<file path="src/sv/timer_divider_prescaler_calc_unit_macros.svh">
// ----------------------------------------------------------------------------
// Timer divider calculator assertion macros
// Clocked assertion shorthands used by the RTL.
// ----------------------------------------------------------------------------
`ifndef TIMER_DIVIDER_PRESCALER_CALC_UNIT_MACROS_SVH
`define TIMER_DIVIDER_PRESCALER_CALC_UNIT_MACROS_SVH

`ifndef NO_ASSERTIONS
`define TDPC_ASSERT_SAME(label, ante, cons) \
    label: assert property (@(posedge i_clk) disable iff (!i_rst_n) (ante) |-> (cons)) \
        else $error("assertion failed");
`define TDPC_ASSERT_NEXT(label, ante, cons) \
    label: assert property (@(posedge i_clk) disable iff (!i_rst_n) (ante) |=> (cons)) \
        else $error("assertion failed");
`else
`define TDPC_ASSERT_SAME(label, ante, cons)
`define TDPC_ASSERT_NEXT(label, ante, cons)
`endif

`endif

</file>
<file path="src/sv/tdpc_pkg.sv">
// ----------------------------------------------------------------------------
// Timer divider calculator package
// Shared widths, item types, prescaler codes and the unit factor table.
// ----------------------------------------------------------------------------
`default_nettype none

package tdpc_pkg;

    localparam int FREQ_W      = 24;
    localparam int UNIT_W      = 2;
    localparam int CODE_W      = 3;
    localparam int CMP_W       = 16;
    localparam int ACT_W       = 25;
    localparam int FACT_W      = 30;
    localparam int CNT_W       = 17;
    localparam int MAX_SHIFT   = 10;
    localparam int SHIFT_W     = 4;
    localparam int DEN1_W      = FACT_W + FREQ_W;
    localparam int DEN2_W      = FACT_W + CNT_W + MAX_SHIFT;
    localparam int QUEUE_DEPTH = 4;

    localparam logic [CNT_W-1:0] COUNT_LIMIT = CNT_W'(17'h10000);
    localparam logic [ACT_W-1:0] ACT_MAX     = {ACT_W{1'b1}};

    localparam int DEF_CLOCK_HZ      = 16000000;
    localparam int DEF_FRACTION_BITS = 10;

    typedef enum logic [CODE_W-1:0] {
        PSC_DIV1    = 3'd0,
        PSC_DIV8    = 3'd1,
        PSC_DIV64   = 3'd2,
        PSC_DIV256  = 3'd3,
        PSC_DIV1024 = 3'd4
    } t_psc;

    typedef struct packed {
        logic [FREQ_W-1:0] freq_q10;
        logic [UNIT_W-1:0] unit_index;
    } t_in_item;

    typedef struct packed {
        logic [CODE_W-1:0] prescaler_code;
        logic [CMP_W-1:0]  compare_value;
        logic              too_fast;
        logic [ACT_W-1:0]  actual_freq_q10;
    } t_out_item;

    typedef struct packed {
        logic [DEN1_W-1:0] den;
        logic [UNIT_W-1:0] unit_index;
    } t_job;

    typedef struct packed {
        t_psc             code;
        logic [CNT_W-1:0] count;
        logic             too_fast;
    } t_sel;

    function automatic logic [FACT_W-1:0] unit_factor(input logic [UNIT_W-1:0] idx);
        logic [FACT_W-1:0] f;
        case (idx)
            2'd0:    f = FACT_W'(1);
            2'd1:    f = FACT_W'(1000);
            2'd2:    f = FACT_W'(1000000);
            default: f = FACT_W'(1000000000);
        endcase
        return f;
    endfunction

endpackage

`default_nettype wire

</file>
<file path="src/sv/tdpc_queue.sv">
// ----------------------------------------------------------------------------
// Timer divider calculator job queue
// Small FIFO between the front end and the divider back end.
// ----------------------------------------------------------------------------
`default_nettype none

module tdpc_queue (
    input  wire             i_clk,
    input  wire             i_rst_n,
    input  wire             i_push,
    input  tdpc_pkg::t_job  i_data,
    output logic            o_full,
    input  wire             i_pop,
    output tdpc_pkg::t_job  o_data,
    output logic            o_empty
);
    import tdpc_pkg::*;

    localparam int PTR_W = $clog2(QUEUE_DEPTH);

    t_job             r_mem [QUEUE_DEPTH];
    logic [PTR_W-1:0] r_wptr;
    logic [PTR_W-1:0] r_rptr;
    logic [PTR_W:0]   r_cnt;
    logic             do_push;
    logic             do_pop;

    assign o_full  = r_cnt == (PTR_W+1)'(QUEUE_DEPTH);
    assign o_empty = r_cnt == '0;
    assign o_data  = r_mem[r_rptr];
    assign do_push = i_push && !o_full;
    assign do_pop  = i_pop && !o_empty;

    always_ff @(posedge i_clk) begin
        if (!i_rst_n) begin
            r_wptr <= '0;
            r_rptr <= '0;
            r_cnt  <= '0;
        end else begin
            if (do_push) begin
                r_wptr <= r_wptr + 1'b1;
            end
            if (do_pop) begin
                r_rptr <= r_rptr + 1'b1;
            end
            r_cnt <= r_cnt + (PTR_W+1)'(do_push) - (PTR_W+1)'(do_pop);
        end
    end

    always_ff @(posedge i_clk) begin
        if (do_push) begin
            r_mem[r_wptr] <= i_data;
        end
    end

endmodule

`default_nettype wire

</file>
<file path="config.mk">
export PLATFORM = sky130hd
export DESIGN_NAME = tdpc_queue
export DESIGN_NICKNAME = d
export VERILOG_FILES = /design/src/sv/timer_divider_prescaler_calc_unit_macros.svh /design/src/sv/tdpc_pkg.sv /design/src/sv/tdpc_queue.sv
export SDC_FILE = /design/constraint.sdc
export NUM_CORES = 1
export LEC_CHECK = 0
export BUFFER_PORTS_ARGS = -buffer_cell sky130_fd_sc_hd__buf_4
export CORE_ASPECT_RATIO = 2
export CORE_MARGIN = 2
export CORE_UTILIZATION = 40
export DETAILED_ROUTE_END_ITERATION = 16
export GPL_ROUTABILITY_DRIVEN = 0
export MAX_ROUTING_LAYER = met4
export PLACE_DENSITY_LB_ADDON = 0.2
export SYNTH_ARGS = -nofsm -noshare
export SYNTH_HDL_FRONTEND = slang
export SYNTH_SLANG_ARGS = --single-unit
</file>
<file path="constraint.sdc">
create_clock -name i_clk -period 4.6 [get_ports i_clk]
set_input_delay 0.92 -clock i_clk [delete_from_list [all_inputs] [get_ports i_clk]]
set_output_delay 0.92 -clock i_clk [all_outputs]
set_load 0.005 [all_outputs]
</file>
==> impl_metrics.toml, run 1 <==
[cells_and_area]
multiInputGateArea_sq_um = 1550
diodes = 0
layout.cells.most_common = "edfxtp_1"
layout_common_cells = "edfxtp_1, buf_4, mux4_2, clkbuf_16, clkinv_1"
finalNetCount = 539
final_cell_count_no_fill = 753
fillers = 1772
ff_latch_area_sq_um = 6910
area_delta_synth_final_pct = 19.8
layout-drive-gt1-share = 0.432

[global_routing]
grt_max_degree = 57
grt.overflow.total = 0
grt_pass1_wl_microns = 23800
track_usage = 0.144
grt_pass1_vias = 4257
antenna_found_initial = 0

[clock_network]
cts.clk_slew.worst_paths_ns = 0.06
cts_setup_buffers = 0
cts.sinks = 233
cts_resized = 0
cts_root_buf = "clkbuf_16"
cts_buffers = 21
htree_levels = 1
tritoncts = "done"
insertion_delay_ns = 0.50
max-clock-path-buffers = 3
hold_buffers = 0

[worst_hold_path]
hp-class = "reg2reg"

[yosys]
syn-num-nets = 410
ys_seq_area_frac = 0.803
synth_largest_area_cell = "edfxtp_1"
synth_area_sq_um = 8600
synth_cell_types = 22
ys_warn_count = 0
ys_seq_elements = 233
synth_top_area_share = 0.782
syn_avg_cell_area_sq_um = 25.1
syn_inst = 343
synth.area.top_cells = "edfxtp_1, mux4_2, dfxtp_1, buf_12, ha_1"

[place]
place_inst = 718
numPortBuffers = 117
place_hpwl_microns = 9230

[timing]
setup_viol = 0
setup-tns-final_ns = 0
clock.fmax_ghz = 0.294
relSlewSlack = 0.392
finalCritPeriodShare = 0.741
rsz0062_at_grt = "false"
tightestPinTransition_ns = 0.912
slew_violations = 0
finalHoldViolCount = 0
period_minus_slack_ns = 3.41
clock_skew_ns = 0.0177

[routing]
dr.pass1.iters = 4
ant_nets = 0
drt_first_iter_violations = 156
drc = 0
wire_per_inst_microns = 20.7
vias = 3815
vias_per_cell = 5.07
routed_wl_microns = 15600

[die]
die_y_microns = 211
pin_count = 118
row_count = 75
die_area_sq_um = 22800
core_region_area_sq_um = 21000
start_util = 0.409
die_width_microns = 108

[critical_path]
crit_path_max_fanout = 38
end_kind = "output pin"
cp.required_ns = 3.68
arrival_ns = 2.49
startpoint_type = "flip-flop"
path_class = "reg2out"

[status]
outcome = "finished, final reports clean"

[power]
p_leak_nw = 3.43
peakVddDrop_v = 0.000405
powerDensity_nw_per_um2 = 519

[job]
maxCapViolCount = 0
==> layout make-up <==
cell class / instances / area share
flip-flops and latches: 233 / 0.671
multi-input cells: 90 / 0.150
repair buffers: 120 / 0.0874
clock buffers: 23 / 0.0517
well taps: 269 / 0.0327
clock inverters: 12 / 0.00522
inverters: 6 / 0.00219
==> registers in the layout (all words and copies together), names as in the netlist, named ones only <==
signal / cells
r_rptr: 2
r_mem: 224
r_wptr: 2
r_cnt: 3
==> synth_stat cells, drive strengths merged <==
library cell and instances:
fa 1, edfxtp 224, a21boi 1, nor3 1, ha 6, nor3b 1, mux4 56, nor2b 2
or4bb 1, or3 1, and2 7, inv 6, mux2i 2, clkbuf 1, xnor2 2, dfxtp 9
buf 13, o21ai 3, nand2 6
==> where the power goes <==
part	total, mW	switching [mW]	leakage (nW)	internal, mW
combinational	1.10	0.460	1.02	0.643
sequential	2.71	0.133	2.13	2.58
clock	1.53	0.703	0.290	0.830
==> worst max-delay path: stages (launching register included) <==
cell and delay [ns]:
dfxtp_4 0.87, buf_4 0.37, mux4_2 0.58, buf_4 0.16
==> kinds of logic (layout without fill, tap and decap cells) <==
family,Yosys count,count (layout),share of synthesized area
buffers and inverters,20,161,0.0186
AOI/OAI and AO/OA,4,4,0.00262
xor gates and xnor gates,2,2,0.00204
and+or+nand+nor,19,19,0.0138
DFF,233,233,0.803
adders and majority gates,7,7,0.0111
muxes,58,58,0.149
==> final timing paths <==
kind,start,end,slack [ns],cells past startpoint
setup / recovery,flip-flop,o_data[26],1.19,3
hold / removal,r_rptr[0]$_SDFFE_PN0P_,flip-flop,0.49,2
setup reg to reg,r_cnt[2]$_SDFF_PN0_,r_cnt[2]$_SDFF_PN0_,2.15,10
hold reg to reg,r_rptr[0]$_SDFFE_PN0P_,flip-flop,0.49,2
==> metal layers <==
layer,global-route usage,wire [microns],share of wire
met3,0.0240,739,0.047
met1,0.158,5750,0.37
met5,-,0,0
met2,0.263,8730,0.56
met4,0.0464,401,0.026
==> stage by stage <==
stage / instance area (sq um) / setup WS (ns) / hold slack (ns) / util / power [mW]
finish: 10300 / 1.19 / 0.489 / 0.490 / 5.35
global route: 10300 / 1.00 / 0.543 / 0.490 / 5.59
CTS: 10300 / 1.06 / 0.492 / 0.490 / 5.45
detailed placement: 9720 / 1.60 / 0.496 / 0.462 / 3.91
global placement: 9720 / 1.61 / 0.464 / 0.462 / 3.88
floorplan: 8600 / 1.65 / 0.461 / - / 3.38
Note: power is estimated with default switching activity, not from simulation.
==> run 2: changes to the inputs <==
==> constraint.sdc (replaced) <==
create_clock -name i_clk -period 3 [get_ports i_clk]
set_input_delay 0.6 -clock i_clk [delete_from_list [all_inputs] [get_ports i_clk]]
set_output_delay 0.6 -clock i_clk [all_outputs]
set_load 0.005 [all_outputs]
==> impl_metrics.toml, run 2 (same netlist as run 1, synthesis figures left out) <==
[timing]
clock_skew_ns = 0.00621
setup-tns-final_ns = 0
finalCritPeriodShare = 0.898
hold_slack_ns = 0.302
clock.fmax_ghz = 0.371
finalHoldViolCount = 0
tightestPinTransition_ns = 0.559
relSlewSlack = 0.628
setup_slack_ns = 0.305
setup_viol = 0
period_minus_slack_ns = 2.69
rsz0062_at_grt = "false"
slew_violations = 0

[routing]
dr.pass1.iters = 4
route.met3.wl_microns = 729
ant_nets = 0
routed_wl_microns = 16300
vias_per_cell = 5.09
drt_first_iter_violations = 167
vias = 3884
top_layer = "met4"
drc = 0
wl_met2_microns = 9540
wire_per_inst_microns = 21.4
wl_met1_microns = 5670

[die]
core_region_area_sq_um = 21000
start_util = 0.409
die_width_microns = 108
die_y_microns = 211
pin_count = 118
die_area_sq_um = 22800
row_count = 75

[power]
p_leak_nw = 3.53
total_power_mw = 8.48
powerDensity_nw_per_um2 = 806
peakVddDrop_v = 0.000499

[global_routing]
antenna_found_initial = 0
track_usage = 0.151
grt_max_degree = 45
grt_pass1_wl_microns = 24800
grt_pass1_vias = 4332
grt.overflow.total = 0

[place]
numPortBuffers = 117
preCtsSetupSlack_ns = 0.586
place_inst = 727
place_hpwl_microns = 10400
placed_cell_area_sq_um = 9880

[cells_and_area]
layout_common_cells = "edfxtp_1, buf_4, mux4_2, clkbuf_16, buf_12"
area_delta_synth_final_pct = 22.4
fin_util = 0.501
final_cell_count_no_fill = 763
reg_top3 = "r_mem x224, r_cnt x3"
largest_reg_flops = 224
layout.cells.most_common = "edfxtp_1"
finalNetCount = 547
fin_area_sq_um = 10500
diodes = 0
layout-drive-gt1-share = 0.449
top_register = "r_mem"

[critical_path]
reg2reg_slack_ns = 0.77
path_class = "reg2out"
startpoint_type = "flip-flop"
arrival_ns = 2.09
critical_path.slowest_cell = "dfxtp_4"
crit_path_max_fanout = 18
cp.required_ns = 2.40
end_kind = "output pin"
r2r_cells = 11
r2r-end = "r_cnt[2]$_SDFF_PN0_"
r2r_start = "r_cnt[2]$_SDFF_PN0_"
path_cells = "buf_12, mux4_2, buf_4"
max_stage_delay_ns = 0.60

[clock_network]
tritoncts = "done"
cts_resized = 0
cts_buffers = 20
htree_levels = 1
cts_root_buf = "clkbuf_16"
hold_buffers = 0
cts.clk_slew.worst_paths_ns = 0.07
cts.sinks = 233
max-clock-path-buffers = 3
insertion_delay_ns = 0.49
cts_setup_buffers = 0

[status]
outcome = "finished, final reports clean"

[worst_hold_path]
hold_end = "r_mem[0][40]$_DFFE_PP_"
hp-class = "in2reg"
hp-start = "i_data[40]"
whs_path_depth = 1

[job]
maxCapViolCount = 0
==> run 2: cell count changes in the layout (fill, tap and decap cells not counted), sizes merged <==
cell      before  now
buf          120  129
bufinv         0    2
clkinvlp       0    2
clkinv        11    7
clkbuf        23   25
inv            7    6
==> run 2: worst max path at each step <==
stage	start	end	slack, ns
final	flip-flop	o_data[6]	0.31
after global routing	flip-flop	o_data[51]	0.17
after CTS	flip-flop	o_data[48]	0.23
after detailed placement	i_push	r_cnt[2]$_SDFF_PN0_	0.59
after global placement	i_push	r_cnt[2]$_SDFF_PN0_	0.61
after floorplan	i_push	r_mem[0][0]$_DFFE_PP_	0.37
==> run 2: per-layer routing <==
metal	up-vias	global-route usage
li1	1710	-
met1	2065	0.150
met2	92	0.287
met3	17	0.0280
met4	0	0.0535
met5	-	-
==> run 2: where the power goes <==
part	switching, mW	internal, mW	leakage, nW
clock network	1.08	1.46	0.312
registers	0.153	3.95	2.13
logic	0.787	1.07	1.09
==> run 2: final cells by class <==
| cell class | count | area, sq um |
|---|---|---|
| inverter | 6 | 22.5 |
| clock inverter | 11 | 106 |
| multi-input combinational | 90 | 1550 |
| fill | 1751 | 10500 |
| clock buffer | 25 | 541 |
| tap | 269 | 337 |
| timing repair buffer | 129 | 1070 |
| sequential | 233 | 6910 |
==> run 2: critical path, delay by kind of cell (launching register included) <==
family | cells | cell delay, ns
buf+inv | 2 | 0.42
flops | 1 | 0.60
mux | 1 | 0.57
==> run 3: changes to the inputs <==
--- a/config.mk
+++ b/config.mk
@@ -5,7 +5,7 @@
 export SDC_FILE = /design/constraint.sdc
 export NUM_CORES = 1
 export LEC_CHECK = 0
-export BUFFER_PORTS_ARGS = -buffer_cell sky130_fd_sc_hd__buf_4
+export BUFFER_PORTS_ARGS = -buffer_cell sky130_fd_sc_hd__buf_2
 export CORE_ASPECT_RATIO = 2
 export CORE_MARGIN = 2
 export CORE_UTILIZATION = 40
==> impl_metrics.toml, run 3 (same netlist as run 1, synthesis figures left out) <==
[global_routing]
grt_pass1_vias = 4415
met3_usage = 0.0252
grt_pass1_wl_microns = 24900
grt_max_degree = 31
grt.overflow.total = 0
track_usage = 0.153
antenna_found_initial = 5
busiest_layer = "met2"
grtUsageMet2 = 0.280
use_met1 = 0.157

[critical_path]
arrival_ns = 2.07
startpoint_type = "flip-flop"
end_kind = "output pin"
reg2reg_slack_ns = 0.78
crit_path_max_fanout = 23
r2r_cells = 9
cp.required_ns = 2.40
path_class = "reg2out"

[routing]
drt_first_iter_violations = 126
vias = 3840
wire_per_inst_microns = 21.2
dr.pass1.iters = 4
drc = 0
vias_per_cell = 5.03
routed_wl_microns = 16200
ant_nets = 0

[timing]
setup_viol = 0
clock_skew_ns = 0.00415
finalCritPeriodShare = 0.889
relSlewSlack = 0.672
setup-tns-final_ns = 0
finalHoldViolCount = 0
clock.fmax_ghz = 0.375
tightestPinTransition_ns = 0.492
rsz0062_at_grt = "false"
period_minus_slack_ns = 2.67
slew_violations = 0

[cells_and_area]
layout_common_cells = "edfxtp_1, buf_2, mux4_2, clkbuf_16, dfxtp_1"
layout.cells.most_common = "edfxtp_1"
layout-drive-gt1-share = 0.451
area_delta_synth_final_pct = 18.8
fillers = 1767
reg_top3 = "r_mem x224, r_cnt x3"
finalNetCount = 544
top_register = "r_mem"
largest_reg_flops = 224

[power]
peakVddDrop_v = 0.000505
p_leak_nw = 3.42
total_power_mw = 8.30
powerDensity_nw_per_um2 = 812

[die]
die_area_sq_um = 22800
row_count = 75
die_width_microns = 108
core_region_area_sq_um = 21000
pin_count = 118
start_util = 0.409
die_y_microns = 211

[worst_hold_path]
hp-class = "in2reg"
whs_path_depth = 1

[clock_network]
cts_root_buf = "clkbuf_16"
cts.sinks = 233
insertion_delay_ns = 0.49
cts_resized = 0
htree_levels = 1
cts_setup_buffers = 0
tritoncts = "done"
cts_buffers = 20
hold_buffers = 0
cts.clk_slew.worst_paths_ns = 0.07
max-clock-path-buffers = 3

[job]
maxCapViolCount = 0

[place]
place_hpwl_microns = 10300
numPortBuffers = 117

[status]
outcome = "finished, final reports clean"
run 3: cell count changes in the layout (fill, tap and decap cells not counted):
| cell | change |
|---|---|
| buf_12 | -2 |
| clkinv_1 | -2 |
| clkbuf_1 | -1 |
| buf_2 | +117 |
| clkbuf_8 | +2 |
| buf_4 | -118 |
| diode_2 | +5 |
run 3: routing by layer:
metal | up-vias | share of wire
met2 | 100 | 0.57
li1 | 1716 | -
met1 | 1994 | 0.35
met4 | 0 | 0.032
met3 | 30 | 0.043
met5 | - | 0
run 3: path summary, 6_finish.rpt:
path                                          endpoint                    from
worst max-delay path                        o_data[36]               flip-flop
worst min register to register  r_rptr[0]$_SDFFE_PN0P_  r_rptr[0]$_SDFFE_PN0P_
worst max register to register     r_cnt[2]$_SDFF_PN0_     r_cnt[1]$_SDFF_PN0_
worst min-delay path            r_mem[0][39]$_DFFE_PP_              i_data[39]
run 3: area by class of cell:
| class | count | area (sq um) | share of cell area |
|---|---|---|---|
| Clock inverter | 9 | 98.8 | 0.00967 |
| Tap cell | 269 | 337 | 0.0329 |
| Sequential cell | 233 | 6910 | 0.676 |
| Multi-Input combinational cell | 90 | 1550 | 0.151 |
| Clock buffer | 26 | 564 | 0.0552 |
| Antenna cell | 5 | 12.5 | 0.00122 |
| Inverter | 6 | 22.5 | 0.00220 |
| Timing Repair Buffer | 126 | 728 | 0.0713 |
run 3: per-stage QoR:
| step | instance area [sq um] | worst slack (ns) | utilization | std cells | hold WS, ns |
|---|---|---|---|---|---|
| after global placement | 9540 | 0.606 | 0.454 | 724 | 0.480 |
| final | 10200 | 0.333 | 0.486 | 764 | 0.321 |
| after CTS | 10200 | 0.241 | 0.486 | 759 | 0.299 |
| after detailed placement | 9540 | 0.588 | 0.454 | 724 | 0.501 |
| after floorplan | 8600 | 0.369 | - | 343 | 0.461 |
| after global routing | 10200 | 0.178 | 0.486 | 764 | 0.310 |
run 3: critical path: stages (launching register included):
cell	delay (ns)
dfxtp_4	0.58
buf_12	0.28
mux4_2	0.55
buf_2	0.14
run 3: power by group:
part           internal (mW)  total [mW]  switching, mW
sequential              3.95        4.08          0.134
clock                   1.50        2.58           1.08
combinational          0.858        1.64          0.784
