$ cat src/sv/timer_divider_prescaler_calc_unit_macros.svh
// ----------------------------------------------------------------------------
// Timer divider calculator assertion macros
// Clocked assertion shorthands used by the RTL.
// ----------------------------------------------------------------------------
`ifndef TIMER_DIVIDER_PRESCALER_CALC_UNIT_MACROS_SVH
`define TIMER_DIVIDER_PRESCALER_CALC_UNIT_MACROS_SVH

`ifndef NO_ASSERTIONS
`define TDPC_ASSERT_SAME(label, ante, cons) \
    label: assert property (@(posedge i_clk) disable iff (!i_rst_n) (ante) |-> (cons)) \
        else $error("assertion failed");
`define TDPC_ASSERT_NEXT(label, ante, cons) \
    label: assert property (@(posedge i_clk) disable iff (!i_rst_n) (ante) |=> (cons)) \
        else $error("assertion failed");
`else
`define TDPC_ASSERT_SAME(label, ante, cons)
`define TDPC_ASSERT_NEXT(label, ante, cons)
`endif

`endif

$ cat src/sv/tdpc_pkg.sv
// ----------------------------------------------------------------------------
// Timer divider calculator package
// Shared widths, item types, prescaler codes and the unit factor table.
// ----------------------------------------------------------------------------
`default_nettype none

package tdpc_pkg;

    localparam int FREQ_W      = 24;
    localparam int UNIT_W      = 2;
    localparam int CODE_W      = 3;
    localparam int CMP_W       = 16;
    localparam int ACT_W       = 25;
    localparam int FACT_W      = 30;
    localparam int CNT_W       = 17;
    localparam int MAX_SHIFT   = 10;
    localparam int SHIFT_W     = 4;
    localparam int DEN1_W      = FACT_W + FREQ_W;
    localparam int DEN2_W      = FACT_W + CNT_W + MAX_SHIFT;
    localparam int QUEUE_DEPTH = 4;

    localparam logic [CNT_W-1:0] COUNT_LIMIT = CNT_W'(17'h10000);
    localparam logic [ACT_W-1:0] ACT_MAX     = {ACT_W{1'b1}};

    localparam int DEF_CLOCK_HZ      = 16000000;
    localparam int DEF_FRACTION_BITS = 10;

    typedef enum logic [CODE_W-1:0] {
        PSC_DIV1    = 3'd0,
        PSC_DIV8    = 3'd1,
        PSC_DIV64   = 3'd2,
        PSC_DIV256  = 3'd3,
        PSC_DIV1024 = 3'd4
    } t_psc;

    typedef struct packed {
        logic [FREQ_W-1:0] freq_q10;
        logic [UNIT_W-1:0] unit_index;
    } t_in_item;

    typedef struct packed {
        logic [CODE_W-1:0] prescaler_code;
        logic [CMP_W-1:0]  compare_value;
        logic              too_fast;
        logic [ACT_W-1:0]  actual_freq_q10;
    } t_out_item;

    typedef struct packed {
        logic [DEN1_W-1:0] den;
        logic [UNIT_W-1:0] unit_index;
    } t_job;

    typedef struct packed {
        t_psc             code;
        logic [CNT_W-1:0] count;
        logic             too_fast;
    } t_sel;

    function automatic logic [FACT_W-1:0] unit_factor(input logic [UNIT_W-1:0] idx);
        logic [FACT_W-1:0] f;
        case (idx)
            2'd0:    f = FACT_W'(1);
            2'd1:    f = FACT_W'(1000);
            2'd2:    f = FACT_W'(1000000);
            default: f = FACT_W'(1000000000);
        endcase
        return f;
    endfunction

endpackage

`default_nettype wire

$ cat src/sv/tdpc_front.sv
// ----------------------------------------------------------------------------
// Timer divider calculator front end
// Accepts a request and registers the divisor factor * frequency.
// ----------------------------------------------------------------------------
`default_nettype none

module tdpc_front (
    input  wire                 i_clk,
    input  wire                 i_rst_n,
    input  wire                 i_push,
    input  tdpc_pkg::t_in_item  i_item,
    output logic                o_full,
    input  wire                 i_q_full,
    output logic                o_q_push,
    output tdpc_pkg::t_job      o_job
);
    import tdpc_pkg::*;

    logic r_valid;
    t_job r_job;
    t_job n_job;
    logic load;

    assign o_full   = r_valid && i_q_full;
    assign o_q_push = r_valid && !i_q_full;
    assign o_job    = r_job;
    assign load     = !o_full;

    always_comb begin
        n_job.den        = DEN1_W'(unit_factor(i_item.unit_index)) * DEN1_W'(i_item.freq_q10);
        n_job.unit_index = i_item.unit_index;
    end

    always_ff @(posedge i_clk) begin
        if (!i_rst_n) begin
            r_valid <= 1'b0;
        end else if (load) begin
            r_valid <= i_push;
        end
    end

    always_ff @(posedge i_clk) begin
        if (load && i_push) begin
            r_job <= n_job;
        end
    end

endmodule

`default_nettype wire

$ cat config.mk
export PLATFORM = sky130hd
export DESIGN_NAME = tdpc_front
export DESIGN_NICKNAME = d
export VERILOG_FILES = /design/src/sv/timer_divider_prescaler_calc_unit_macros.svh /design/src/sv/tdpc_pkg.sv /design/src/sv/tdpc_front.sv
export SDC_FILE = /design/constraint.sdc
export NUM_CORES = 1
export LEC_CHECK = 0
export BUFFER_PORTS_ARGS = -buffer_cell sky130_fd_sc_hd__buf_4
export CAP_MARGIN = 40
export CORE_MARGIN = 2
export CORE_UTILIZATION = 40
export DETAILED_ROUTE_END_ITERATION = 12
export PLACE_DENSITY = 0.65
export SLEW_MARGIN = 20
export SYNTH_ARGS = -nofsm -noshare
export SYNTH_HDL_FRONTEND = slang
export SYNTH_SLANG_ARGS = --single-unit
$ cat constraint.sdc
create_clock -name i_clk -period 9.29 [get_ports i_clk]
set_input_delay 1.3935 -clock i_clk [delete_from_list [all_inputs] [get_ports i_clk]]
set_output_delay 1.3935 -clock i_clk [all_outputs]
set_load 0.05 [all_outputs]
==> results of run 1 <==
==> cell usage after synthesis (2+ instances only) <==
library cell / count
inv_1: 513
fa_1: 395
ha_1: 300
and2_1: 98
nand2_1: 97
edfxtp_1: 56
a21oi_1: 51
o21ai_0: 31
xnor2_1: 31
nor2_1: 28
clkbuf_1: 24
nor2b_1: 24
a21o_1: 22
xor2_1: 21
o21a_1: 11
nand3_1: 10
a211oi_1: 9
a31oi_1: 8
nand2b_1: 8
and3_1: 7
nand4_1: 6
o211ai_1: 6
o21bai_1: 6
nor3_1: 5
and4_1: 4
a21boi_0: 3
o2111ai_1: 3
o21ai_1: 3
o22ai_1: 2
==> worst max-delay path: stages <==
cell	delay [ns]
buf_4	0.13
inv_1	0.09
ha_1	0.33
buf_4	0.26
and2_1	0.25
fa_1	0.44
fa_1	0.49
inv_1	0.05
fa_1	0.48
inv_1	0.05
fa_1	0.48
fa_1	0.50
fa_1	0.49
inv_1	0.06
fa_1	0.48
inv_1	0.05
ha_1	0.36
and4_1	0.24
and3_2	0.18
o211ai_1	0.15
a2111oi_0	0.79
nor3_1	0.11
buf_4	0.19
o21ai_0	0.29
and4_1	0.23
o22ai_1	0.06
==> metal layers <==
layer / GRT usage / up-vias / routed length [um]
li1: - / 5688 / -
met1: 0.251 / 6336 / 17900
met2: 0.356 / 257 / 23500
met3: 0.0255 / 78 / 1670
met4: 0.0673 / 0 / 1570
met5: 0 / - / 0
==> cells in the final DEF, fill, tap and decap left out, types with 2 or more instances in the layout <==
cell type,instances
nand3_1,10
o21ai_1,3
nor2_1,28
o21bai_1,6
and4_1,4
ha_1,300
fa_1,395
a21oi_1,51
o211ai_1,6
nand2b_1,8
a21boi_0,3
a211oi_1,9
buf_4,109
and3_1,7
clkinvlp_4,3
o2111ai_1,3
and2_1,98
o21ai_0,31
o22ai_1,2
nor2b_1,23
xnor2_1,31
clkinv_4,2
nand4_1,6
nand2_1,97
xor2_1,21
edfxtp_1,56
a21o_1,22
clkbuf_16,9
inv_1,513
nor3_1,5
o21a_1,11
a31oi_1,8
==> cell families after synthesis <==
kind of cell,Yosys count
xor gates and xnor gates,52
AOI/OAI and AO/OA,166
buffers and inverters,537
adders and majority gates,695
and+or+nand+nor,291
DFF,57
==> through the flow <==
stage / utilization / hold WS (ns) / cells / setup slack [ns]
floorplan: - / 0.883 / 1798 / 1.13
global placement: 0.439 / 0.641 / 2484 / 0.515
detailed placement: 0.439 / 0.660 / 2484 / 0.453
CTS: 0.446 / 0.673 / 2500 / 0.821
global route: 0.446 / 0.721 / 2500 / 0.449
finish: 0.446 / 0.664 / 2500 / 0.764
==> final timing paths <==
check / start / endpoint / depth (start not counted)
worst min register to register: r_valid / r_valid / 2
worst max-delay path: i_item[1] / o_job[53] / 26
worst min-delay path: r_valid / r_valid / 2
worst max register to register: r_valid / o_job[15] / 3
==> layout make-up <==
type	instances	share of cell area
inverter	513	0.0952
clock buffer	9	0.0111
tap	600	0.0371
timing repair buffer	110	0.0414
multi-input combinational	1204	0.727
sequential	57	0.0841
clock inverter	7	0.00390
==> state kept, by name (all words and copies together), names as in the netlist <==
register and count:
o_job 56, r_valid 1
==> summary.md, run 1 <==
| Metric | Value |
|---|---|
| Worst Skew | roughly 0.0076 ns |
| Largest family of logic cells by synthesized area | adder cells |
| Final setup violation count | 0 |
| Vias in the first global route | roughly 14k |
| Adder-cell share of the synthesized area | 0.633 |
| # Max-Cap Violations | 0 |
| Postcts setup bufs | 0 |
| Post-Synthesis Net Count | roughly 2.5k |
| Detailed-route DRC error count | 0 |
| Crit path arrival time | 8.62 ns |
| Layout fillers | roughly 4.4k |
| DR iter-0 viols | about 530 |
| Pin count of the biggest net entering global routing | 57 |
| Main synth FF type | edfxtp_1 |
| Simple-gate share of the synthesized area | 0.0818 |
| CP Capture Type | flip-flop |
| Post-Route WL | ~45000 um |
| Later-pin clock latency in the skew report | 0.35 ns |
| Worst Setup Path Type | in -> reg |
| Root Driver | clkbuf_16 |
| EDFF count, synth | 56 |
| R2R Setup Slk | roughly 7.7 ns |
| Register area | 1700 sq um |
| Routed vias | about 12k |
| Share of the synthesized area in the top cell type | 0.429 |
| GPL Wtd Cong | approximately 0.9 |
| Worst-path fanout max | 17 |
| Slew Limit Headroom | 0.455 |
| Final Hold Fails | 0 |
| Post-synthesis mux area share | 0 |
| Buffers on Ports | 87 |
| Rows | 78 |
| Nets@finish | about 2.6k |
| Seq/Total Area, Yosys | 0.0924 |
| Starting Density | 0.406 |
| Ports | ~90 |
| Chip width | 219 um |
| Worst Hold Class | reg -> reg |
| Max H-tree Level | 3 |
| Maximum clock frequency | 117 MHz |
| Top cells by area, synth | fa_1 43%, ha_1 20%, inv_1 10% |
| Ant. Diodes | 0 |
| CTS tree | done |
| Placed Area | ~20000 sq um |
| Clock-pin slew on the worst setup and hold paths | 0.06 ns |
| Vias/cell | between 4 and 5 |
| Hold_buf cts | 0 |
| Dominant cell type by area after synthesis | fa_1 |
| Post-synthesis compound-gate area fraction | 0.0586 |
| Cts bufs inserted | 9 |
| RSZ-0062 raised after global routing | no |
| Yosys warnings | 0 |
| First-pass GRT wire length | between 70000 and 80000 um |
| #FFs+latches synth | 57 |
| Antenna violations before repair | 0 |
| All-layer global routing usage | 0.200 |
| Synth Area in XOR/XNOR | 0.0247 |
| Area Overhead vs Synth | 9.83% |
| Worst-Margin Slew | around 0.80 ns |
| Status | finished clean |
| Worst setup SP type | input port |
| Ys async rst share | 0 |
| Post-synth cell types | 45 |
| Die Ht | 219 um |
| Grt ovf | 0 |
| Multi-input logic area | roughly 15000 sq um |
| CTS Buffer Depth | 2 |
| Minimum clock period | approximately 8.5 ns |
| Final TNS setup | 0 ns |
| Layout cell share with drive strength beyond 1 | 0.0711 |
| Worst Path Required | approximately 9.4 ns |
| Core footprint | approximately 45000 sq um |
| Remaining antenna violation count after routing | 0 |
| Clk sinks | 57 |
| Final slew viol count | 0 |
| Die area | ~48000 sq um |
| Synth Cell Area | between 15000 and 20000 sq um |
| Drt first pass iters | 5 |
| Resize count post-CTS | 0 |
| Final instance area | about 20000 sq um |
| Syn Area/Cell | 10.2 sq um |
| Mapped Cells | 1798 |
| Final Cycle Share | 0.918 |
| DP Wirelength | between 40000 and 50000 um |
| Routed len/inst | ~18 um |
Power of run 1 is not shown: default switching activity piles up to over one toggle a cycle in this logic, so the estimate is an artifact.
==> run 2: changes to the inputs <==
--- a/config.mk
+++ b/config.mk
@@ -10,7 +10,7 @@
 export CORE_MARGIN = 2
 export CORE_UTILIZATION = 40
 export DETAILED_ROUTE_END_ITERATION = 12
-export PLACE_DENSITY = 0.65
+export PLACE_DENSITY = 0.63
 export SLEW_MARGIN = 20
 export SYNTH_ARGS = -nofsm -noshare
 export SYNTH_HDL_FRONTEND = slang
==> run 2 against run 1 <==
  * Count of clock-buffer cells in the layout unchanged
  * Fmax up 2.3%
  * Worst hold slack better by 0.011 ns
  * Final cell count unchanged
  * Routed wire length up 2.5%
  * Clock skew up 0.0044 ns
  * Final area down 0.13%
  * Flip-flop and latch count unchanged
==> summary.md, run 2 (synthesized netlist as in run 1, its figures left out) <==
| Metric | Value |
|---|---|
| Status | finished clean |
| Setup WS post-layout | approximately 0.95 ns |
| Vias/cell | around 4.9 |
| # Max-Cap Violations | 0 |
| Final Cycle Share | 0.897 |
| First-pass GRT wire length | between 70000 and 80000 um |
| Chip width | about 220 um |
| Worst Setup Path Type | in -> reg |
| Commonest non-fill, non-tap cell in the layout | inv_1 |
| Drt first pass iters | 5 |
| Rows | 78 |
| Final instance area | roughly 20000 sq um |
| DR iter-0 viols | 514 |
| Final slew viol count | 0 |
| Routed len/inst | about 18 um |
| Worst-path fanout max | 18 |
| Cells on worst reg2reg path | 3 |
| Final setup violation count | 0 |
| Layout fillers | around 4.4k |
| Pin count of the biggest net entering global routing | between 50 and 60 |
| R2r startpoint | r_valid |
| CTS tree | done |
| Die area | approximately 48000 sq um |
| DP Wirelength | ~42000 um |
| Later-pin clock latency in the skew report | around 0.35 ns |
| Resize count post-CTS | 0 |
| Vias in the first global route | about 14k |
| Worst setup SP type | input port |
| Most frequent cells in the layout | 513 x inv_1, 395 x fa_1, 300 x ha_1 |
| Routed vias | 12.3k |
| Maximum clock frequency | ~120 MHz |
| Worst Path Required | between 9 and 10 ns |
| Nets@finish | approximately 2.6k |
| GPL Wtd Cong | 0.898 |
| Worst-Margin Slew | around 0.8 ns |
| Die Ht | approximately 220 um |
| RSZ-0062 raised after global routing | no |
| Core footprint | between 40000 and 50000 sq um |
| Root Driver | clkbuf_16 |
| Clk sinks | 57 |
| Max H-tree Level | 3 |
| Post-Route WL | around 46000 um |
| Ports | between 80 and 90 |
| Cts bufs inserted | 9 |
| Max FFs per register | 56 |
| Clock-pin slew on the worst setup and hold paths | ~0.060 ns |
| CTS Buffer Depth | 2 |
| Hold_sp | r_valid |
| Register area | 1700 sq um |
| Placed Area | between 15000 and 20000 sq um |
| CP Capture Type | flip-flop |
| Detailed-route DRC error count | 0 |
| Remaining antenna violation count after routing | 0 |
| Area Overhead vs Synth | 9.69% |
| Starting Density | 0.406 |
| Final Hold Fails | 0 |
| All-layer global routing usage | 0.204 |
| Worst Skew | 0.0119 ns |
| Hold depth | 2 |
| Multi-input logic area | 14700 sq um |
| Worst Setup SP | i_item[1] |
| Layout cell share with drive strength beyond 1 | 0.0700 |
| Hold_buf cts | 0 |
| Worst Hold Class | reg -> reg |
| Antenna violations before repair | 1 |
| Minimum clock period | about 8.3 ns |
| Postcts setup bufs | 0 |
| Buffers on Ports | between 80 and 90 |
| Slew Limit Headroom | 0.469 |
| Pre-CTS setup slack | between 0.6 and 0.7 ns |
| Grt ovf | 0 |
| Worst hold slack | between 0.6 and 0.7 ns |
| Crit path arrival time | 8.42 ns |
| Final TNS setup | 0 ns |
==> run 2: cell types whose count changed in the layout (fill, tap and decap cells not counted), sizes merged <==
cell   before  now
buf       110  109
diode       0    1
==> run 2: final timing paths <==
kind | end | slack [ns]
max | o_job[53] | 0.95
min | r_valid | 0.67
max reg2reg | o_job[22] | 7.67
min reg2reg | r_valid | 0.67
==> run 2: stage by stage <==
step,instances,utilization
CTS,2499,0.445
finish,2500,0.445
detailed placement,2483,0.439
floorplan,1798,-
global route,2499,0.445
global placement,2483,0.439
==> run 2: final cells by class <==
class	count	share of cell area
multi-input cells	1204	0.728
flip-flops and latches	57	0.0842
clock buffers	9	0.0111
clock inverters	7	0.00347
inverters	513	0.0953
well taps	600	0.0372
diodes	1	0.000124
repair buffers	109	0.0405
==> run 2: worst max-delay path: stages <==
cell       delay, ns
buf_4           0.14
ha_1            0.30
buf_4           0.29
and2_1          0.42
inv_1           0.17
fa_1            0.61
fa_1            0.44
fa_1            0.49
inv_1           0.05
fa_1            0.48
fa_1            0.52
fa_1            0.49
inv_1           0.05
fa_1            0.47
inv_1           0.04
ha_1            0.38
and4_1          0.24
nand3_1         0.13
a2111oi_0       0.44
nor3_1          0.10
buf_4           0.17
o21ai_0         0.31
and4_1          0.25
o22ai_1         0.06
==> run 2: per-layer routing <==
layer / share of wire / global-route usage
met4: 0.034 / 0.0676
met2: 0.54 / 0.373
met5: 0.00028 / 0
met1: 0.39 / 0.249
met3: 0.033 / 0.0237
Power of run 2 is left out for the same reason.
==> run 3: changes to the inputs <==
--- a/config.mk
+++ b/config.mk
@@ -9,9 +9,11 @@
 export CAP_MARGIN = 40
 export CORE_MARGIN = 2
 export CORE_UTILIZATION = 40
+export CTS_BUF_LIST = sky130_fd_sc_hd__clkbuf_8
 export DETAILED_ROUTE_END_ITERATION = 12
 export PLACE_DENSITY = 0.63
 export SLEW_MARGIN = 20
 export SYNTH_ARGS = -nofsm -noshare
 export SYNTH_HDL_FRONTEND = slang
 export SYNTH_SLANG_ARGS = --single-unit
+export TNS_END_PERCENT = 10
==> run 3 against run 2 <==
  * Routed wire length is essentially flat
  * Via count grew 0.24%
  * Core utilization shrank 0.22 points
  * Clock skew grew 0.0038 ns
  * Worst setup slack gained 0.036 ns
  * Fmax grew 0.44%
  * First-iteration DRC count grew 4.3%
  * Critical path type unchanged
  * Final area shrank 0.50%
  * Non-clock buffer count is the same
  * Global-route usage is essentially flat
  * Count of clock-buffer cells in the layout is the same
==> summary.md, run 3 (synthesized netlist as in run 1, its figures left out) <==
| Metric | Value |
|---|---|
| # Max-Cap Violations | 0 |
| Die area | 47800 sq um |
| Postcts setup bufs | 0 |
| Grt peak-use layer | met2 |
| DR iter-0 viols | 536 |
| Pin count of the biggest net entering global routing | 57 |
| Vias/cell | roughly 4.9 |
| Routed len/inst | around 18 um |
| Antenna violations before repair | 1 |
| RSZ-0062 raised after global routing | no |
| Worst Path Required | about 9.4 ns |
| M3 GR Usage | 0.0239 |
| CTS tree | done |
| Remaining antenna violation count after routing | 0 |
| CTS Buffer Depth | 2 |
| Starting Density | 0.406 |
| Slew Limit Headroom | 0.464 |
| Rows | 78 |
| Vias in the first global route | ~14k |
| Die Ht | approximately 220 um |
| All-layer global routing usage | 0.205 |
| Final setup violation count | 0 |
| Grt ovf | 0 |
| Worst-Margin Slew | a little over 0.8 ns |
| Final slew viol count | 0 |
| Ports | 88 |
| Max FFs per register | 56 |
| Status | finished clean |
| Hold_buf cts | 0 |
| Nets@finish | about 2.6k |
| Crit path arrival time | 8.42 ns |
| Clk sinks | 57 |
| Worst Hold Class | reg -> reg |
| First-pass GRT wire length | between 70000 and 80000 um |
| Cts bufs inserted | 9 |
| Final TNS setup | 0 ns |
| Root Driver | clkbuf_8 |
| GR Util met1 | 0.249 |
| Buffers on Ports | 87 |
| Maximum clock frequency | between 100 and 150 MHz |
| Worst Skew | between 0.015 and 0.02 ns |
| DP Wirelength | between 40000 and 50000 um |
| Clock-pin slew on the worst setup and hold paths | around 0.080 ns |
| Worst Setup Path Type | in -> reg |
| Max H-tree Level | 3 |
| Drt first pass iters | 5 |
| Final Hold Fails | 0 |
| Final core utilization | 0.443 |
| Worst setup SP type | input port |
| Final Cycle Share | 0.893 |
| Detailed-route DRC error count | 0 |
| Core footprint | 45400 sq um |
| Layout cell share with drive strength beyond 1 | 0.0700 |
| Most frequent cells in the layout | 513 x inv_1, 395 x fa_1, 300 x ha_1 |
| Post-Route WL | 45800 um |
| GPL Wtd Cong | between 0.8 and 0.9 |
| CP Capture Type | flip-flop |
| Resize count post-CTS | 0 |
| Minimum clock period | approximately 8.3 ns |
| Commonest non-fill, non-tap cell in the layout | inv_1 |
| Chip width | ~220 um |
| Later-pin clock latency in the skew report | approximately 0.38 ns |
| Met2 usage | 0.373 |
| Area Overhead vs Synth | 9.14% |
| Worst-path fanout max | 18 |
| Routed vias | 12.3k |
[run 3: changes by cell type in the layout (fill, tap and decap cells not counted)]
| cell | delta |
|---|---|
| clkbuf_8 | +9 |
| clkbuf_16 | -9 |
[run 3: worst paths after layout]
kind,startpoint,endpoint,slack [ns],cells past startpoint
worst max-delay path,i_item[1],o_job[53],0.99,24
worst min-delay path,r_valid,r_valid,0.68,2
worst max register to register,r_valid,o_job[15],7.66,3
worst min register to register,r_valid,r_valid,0.68,2
[run 3: through the flow]
stage | setup WS (ns) | hold slack, ns | cells | instance area (sq um)
finish | 0.990 | 0.678 | 2500 | 20100
global route | 0.652 | 0.736 | 2499 | 20100
CTS | 1.06 | 0.678 | 2499 | 20100
detailed placement | 0.652 | 0.658 | 2483 | 19900
global placement | 0.692 | 0.644 | 2483 | 19900
floorplan | 1.13 | 0.883 | 1798 | 18400
[run 3: metal layers]
layer  vias up  wire [um]
li1       5686          -
met1      6293      17600
met2       274      24700
met3        75       1760
met4         2       1600
met5         -         45
[run 3: layout make-up]
class / instances / area [sq um]
fillers: 4414 / 25300
multi-input cells: 1204 / 14700
inverters: 513 / 1930
flip-flops and latches: 57 / 1700
repair buffers: 109 / 818
well taps: 600 / 751
clock buffers: 9 / 124
clock inverters: 7 / 70.1
diodes: 1 / 2.50
[run 3: critical path, stage by stage]
cell and delay [ns]:
buf_4 0.14, ha_1 0.30, buf_4 0.29, and2_1 0.41
inv_1 0.17, fa_1 0.61, fa_1 0.44, fa_1 0.49
inv_1 0.05, fa_1 0.48, fa_1 0.52, fa_1 0.49
inv_1 0.05, fa_1 0.47, inv_1 0.04, ha_1 0.38
and4_1 0.24, nand3_1 0.13, a2111oi_0 0.43, nor3_1 0.10
buf_4 0.17, o21ai_0 0.31, and4_1 0.25, o22ai_1 0.06
Power of run 3 is left out for the same reason.
